### src/rtl/interval_booking_table_macros.svh
// Assertion helpers used by the top-level RTL file.
`ifndef INTERVAL_BOOKING_TABLE_MACROS_SVH
`define INTERVAL_BOOKING_TABLE_MACROS_SVH

// Same-cycle implication, disabled while in reset.
`define IBT_ASSERT_IMPL(lbl, clk, rst_n, ante, cons, msg) \
  lbl: assert property (@(posedge clk) disable iff (!rst_n) (ante) |-> (cons)) else $error(msg);

// Next-cycle implication, disabled while in reset.
`define IBT_ASSERT_NEXT(lbl, clk, rst_n, ante, cons, msg) \
  lbl: assert property (@(posedge clk) disable iff (!rst_n) (ante) |=> (cons)) else $error(msg);

`endif

### src/rtl/ibt_pkg.sv
package ibt_pkg;

  // Default table depth
  localparam int IBT_MAX_BOOKINGS = 1024;

  // Request and result field widths
  localparam int TIME_W = 32;
  localparam int HELD_W = 11;

  // Result codes
  typedef enum logic [1:0] {
    OUT_BOOKED  = 2'd0,
    OUT_OVERLAP = 2'd1,
    OUT_FULL    = 2'd2,
    OUT_INVALID = 2'd3
  } ibt_outcome_t;

  // Tag that travels with a table read
  typedef struct packed {
    logic vld;
    logic last;
  } ibt_tag_t;

  // Registered result of the compare unit
  typedef struct packed {
    logic vld;
    logic last;
    logic clash;
  } ibt_res_t;

endpackage

### src/rtl/ibt_cmp.sv
module ibt_cmp
  import ibt_pkg::*;
(
  input  logic              clk,
  input  logic              rst_n,
  input  logic              flush,
  input  ibt_tag_t          tag,
  input  logic [TIME_W-1:0] stored_start,
  input  logic [TIME_W-1:0] stored_end,
  input  logic [TIME_W-1:0] req_start,
  input  logic [TIME_W-1:0] req_end,
  output ibt_res_t          res_r
);

  ibt_res_t res_nxt;

  // Stored entry is clear when it ends before the request starts
  // or starts after the request ends.
  always_comb begin
    res_nxt.vld   = tag.vld;
    res_nxt.last  = tag.last;
    res_nxt.clash = !((stored_end <= req_start) || (req_end <= stored_start));
  end

  always_ff @(posedge clk) begin
    if (!rst_n || flush) begin
      res_r <= '0;
    end else begin
      res_r <= res_nxt;
    end
  end

endmodule

### config.mk
export PLATFORM = sky130hd
export DESIGN_NAME = ibt_cmp
export DESIGN_NICKNAME = d
export VERILOG_FILES = /design/src/rtl/interval_booking_table_macros.svh /design/src/rtl/ibt_pkg.sv /design/src/rtl/ibt_cmp.sv
export SDC_FILE = /design/constraint.sdc
export NUM_CORES = 1
export LEC_CHECK = 0
export ABC_AREA = 0
export CAP_MARGIN = 10
export CORE_ASPECT_RATIO = 0.9
export CORE_MARGIN = 2
export CORE_UTILIZATION = 60
export CTS_BUF_LIST = sky130_fd_sc_hd__clkbuf_8 sky130_fd_sc_hd__clkbuf_16
export DETAILED_ROUTE_END_ITERATION = 6
export DONT_BUFFER_PORTS = 1
export PLACE_DENSITY = 0.76
export RECOVER_POWER = 25
export SLEW_MARGIN = 20
export SYNTH_ARGS = -nofsm -noshare
export SYNTH_HDL_FRONTEND = slang
export SYNTH_SLANG_ARGS = --single-unit
### constraint.sdc
create_clock -name clk -period 2.25 [get_ports clk]
set_input_delay 0.3375 -clock clk [delete_from_list [all_inputs] [get_ports clk]]
set_output_delay 0.3375 -clock clk [all_outputs]
set_load 0.02 [all_outputs]
== Yosys cells after proc, flatten, opt, wreduce, memory -nomap -nowiden ==
Index checks and enable logic that the tools add are counted.

* Add/sub/neg operators: 0
* Multipliers: 0
* Divide/modulo/power cells: 0
* Magnitude comparators: 2
* Equal/unequal tests: 0
* Shift-type cells: 0
* Mux-type cells: 0
* Bitwise gates (word level): 0
* Reductions and logical operators: 4

{| class="wikitable"
|+ Operators by type and width
! kind !! count
|-
| $le A32 B32 Y1 || 2
|-
| $logic_not A1 Y1 || 2
|-
| $logic_or A1 B1 Y1 || 2
|}

* Register bits after elaboration: 3
* Latch bits: 0
* RAM bits: 0
* Bits in read-only memories: 0
* Bits of input ports: 133
* Output and inout bits: 3
* Logic and storage cells: 9
* Memories kept: 0

== Logic depth before layout (Yosys ltp) ==
* Depth after elaboration: 3
* Depth in mapped cells: 8
* Mapped depth without buffers: 8

== Least setup slack after synthesis ==
No wires, ideal clock.

* Path kind: in2reg
* From: input port stored_start[14]
* To: register res_r[0] (netlist name)
* Library setup time: 0.066 ns
* Arrival time: 1.976 ns
* Data required time: 2.184 ns
* Setup slack: 0.208 ns
* Cell stages on the path: 8
* Path buffers: 0
* Cell sequence: inv_1 > ha_1 > nand4_2 > or4_4 > a21oi_2 > nor3_1 > or3b_1 > a21oi_2

* Longest elaborated chain between the ends: 3

{| class="wikitable"
|+ RTL lines
! element !! RTL line !! RTL
|-
| start, declared || ibt_cmp.sv:8 || <nowiki>input logic [TIME_W-1:0] stored_start,</nowiki>
|-
| $le A32 B32 Y1 || ibt_cmp.sv:22 || <nowiki>res_nxt.clash = !((stored_end <= req_start) || (req_end <= stored_start));</nowiki>
|-
| $logic_or A1 B1 Y1 || ibt_cmp.sv:22 ||
|-
| $logic_not A1 Y1 || ibt_cmp.sv:22 ||
|-
| end signal, assigned || ibt_cmp.sv:29 || <nowiki>res_r <= res_nxt;</nowiki>
|-
| end, declared || ibt_cmp.sv:12 || <nowiki>output ibt_res_t res_r</nowiki>
|}

No other way between the ends.
A chain may end at the register's enable or synchronous reset.

== Worst setup path in the final report ==
Same ends and word-level chain as after synthesis.

==> summary.md <==
| Metric | Value |
|---|---|
| Status | `complete, no violations` |
| Seq/Total Area, Yosys | `3.51%` |
| Synth top area cells | `ha_1 (47%), inv_1 (14%), a21oi_1 (6.7%)` |
| Pwr dens | `256 nW/um^2` |
| Final count of hold timing violations | `0` |
| Max stage delay cell, worst path | `or4_4` |
| Fin crit share | `84.1%` |
| Initial antenna violation count | `0` |
| Worst setup SP type | `input port` |
| Inserted Clock Buffers | `3` |
| Net Count, Synth | `427` |
| Initial Util | `62.7%` |
| Fin Hold WS | `0.283 ns` |
| Max reg flops | `3` |
| Post-synth EDFFs | `0` |
| Final GP Congestion | `0.757` |
| Vias in the first global route | `1,334` |
| Die Y | `54.6 um` |
| Postcts setup bufs | `0` |
| Io pins | `136` |
| Row count | `18` |
| Min-Delay Path Class | `in2reg` |
| Crit path from | `stored_start[14]` |
| Post-layout min period | `1.89 ns` |
| Core area | `2730 um^2` |
| DRT Pass-1 Iters | `4` |
| CP delay by family, top | `simple AND/OR/NAND/NOR gates` |
| Largest Register | `res_r` |
| Pre-CTS setup slack | `0.129 ns` |
| Total grt overflow | `0` |
| Die area | `3290 um^2` |
| Via count | `1,544` |
| Share of post-route cells with drive strength above 1 | `4.27%` |
| DP HPWL | `3.49 mm` |
| CP Class | `in2reg` |
| Final wirelength | `3.59 mm` |
| Clk sink count | `3` |
| Critical-path cell list | `inv_1 > ha_1 > nand4_2 > or4_4 > a21oi_2 > nor3_1 > or3b_1 > a21oi_2` |
| Largest net degree at the start of global routing | `5` |
| Worst VDD drop | `158 uV` |
| CTS max path bufs | `2` |
| Post-Syn Area | `1710 um^2` |
| Vias/cell | `5.64` |
| GRT Total Usage | `20.3%` |
| FILL cells | `258` |
| Post-DP Area | `1760 um^2` |
| Synth Flop Type | `dfxtp_1` |
| Most used cell, CP | `a21oi_2` |
| PortBufs | `0` |
| CTS tree | `yes` |
| Fmax | `0.528 GHz` |
| Worst Slack Setup Final | `0.357 ns` |
| Die W | `60.3 um` |
| CP Capture Type | `flop` |
| Yosys top cell area share | `46.9%` |
| Final slew viol count | `0` |
| Slew headroom | `73.8%` |
| Area leader, netlist | `ha_1` |
| Post-CTS sizing | `0` |
| CTS clk-pin slew, worst paths | `0.03 ns` |
| Post-route cell area | `1800 um^2` |
| Final #Nets | `432` |
| H-tree level count | `1` |
| DR iter-0 viols | `53` |
| WL/cell | `13.1 um` |
| Avg Inst Size Synth | `7.43 um^2` |
| Post-synthesis cell type count | `30` |
| Critical Path Fanout Max | `3` |
| Number of diodes | `0` |
| Worst Path Arrival | `2.05 ns` |
| Unrepaired setup endpoints after global routing | `false` |
| Final setup fails | `0` |
| Worst-margin pin slew | `0.383 ns` |
| FFs w/ async S/R, synth | `0%` |
| First-pass GRT wire length | `5.03 mm` |
| Max-cap violations | `0` |
| Setup tns final | `0 ns` |
| Post-CTS Hold Buffers | `0` |
| Syn. warnings | `0` |
| Buf+Inv Stages, Crit Path | `1` |
| Top cells by count, synth | `inv_1 (65), ha_1 (64), a21oi_1 (23), nand4_1 (10), nand2_1 (9)` |
| DRC Markers | `0` |
| CP Data Required Time | `2.40 ns` |
| Largest regs | `res_r x3` |
| CTS Root Buffer Type | `clkbuf_8` |
| Synth Instances | `230` |
| Area grow syn2layout | `5.56%` |
| Hold_sp | `rst_n` |
| Number of nets with antenna violations after routing | `0` |
| P_leak | `1.10 nW` |
| Synthesis-stage register bit count | `3` |
| Top-count cell post-synth | `inv_1` |
| Max stage delay on crit path | `0.56 ns` |
-- cell families (layout without fill, tap and decap cells) --
group                    count (synthesis)  in the layout  synth area share, %
buffers and inverters                   65             69                 14.3
adder cells (fa/ha/maj)                 64             64                 46.9
AO/OA/AOI/OAI                           50             50                 18.7
AND/OR/NAND/NOR                         48             48                 16.7
flip-flops                               3              3                 3.51
-- worst paths after layout --
path / to / slack [ns] / depth (start not counted)
setup / recovery: res_r[0]$_SDFF_PP0_ / 0.36 / 8
hold / removal: res_r[1]$_SDFF_PP0_ / 0.28 / 1
-- stage by stage --
step                      std cells  util, %  power (mW)
final                           274     66.2       0.461
after global routing            274     66.2       0.518
after detailed placement        270     64.6       0.312
after global placement          270     64.6       0.303
after CTS                       274     66.2       0.467
after floorplan                 230        -       0.263
-- layer usage --
| layer | routed length, um | up-vias | global-route usage (%) | part of all wire, % |
|---|---|---|---|---|
| met5 | 0 | - | 0 | 0 |
| met4 | 10 | 0 | 6.67 | 0.28 |
| met3 | 348 | 2 | 4.49 | 9.7 |
| met2 | 1910 | 77 | 41.1 | 53 |
| met1 | 1330 | 646 | 20.2 | 37 |
| li1 | - | 819 | - | - |
-- where the power goes --
part / total, mW / internal, mW / leakage (nW) / switching (mW)
clock: 0.151 / 0.116 / 0.0269 / 0.0353
sequential: 0.0597 / 0.0557 / 0.0245 / 0.00405
combinational: 0.250 / 0.119 / 1.05 / 0.131
-- layout by cell type (no fill, tap or decap) --
cell and count:
a2111oi_0 1, a211oi_1 1, a21o_1 6, a21oi_1 23, a21oi_2 2, a221o_1 4, a221oi_1 2, and2_0 1
and3_1 2, and4_1 3, clkbuf_8 3, dfxtp_1 3, ha_1 64, inv_1 66, nand2_1 9, nand2_2 2
nand3_1 7, nand4_1 10, nand4_2 2, nor2_1 4, nor2b_1 2, nor3_1 2, nor4_1 1, o211ai_1 2
o21ai_0 3, o21ai_1 4, o311ai_1 1, o31a_1 1, or3b_1 1, or4_1 1, or4_4 1
-- layout make-up --
cell class	instances	area (um^2)	share of cell area, %
clock buffers	3	41.3	2.29
clock inverters	1	3.75	0.208
inverters	65	244	13.5
multi-input cells	162	1410	77.9
flip-flops and latches	3	60.1	3.33
well taps	40	50.0	2.77
Power figures use the tool's default switching activity.
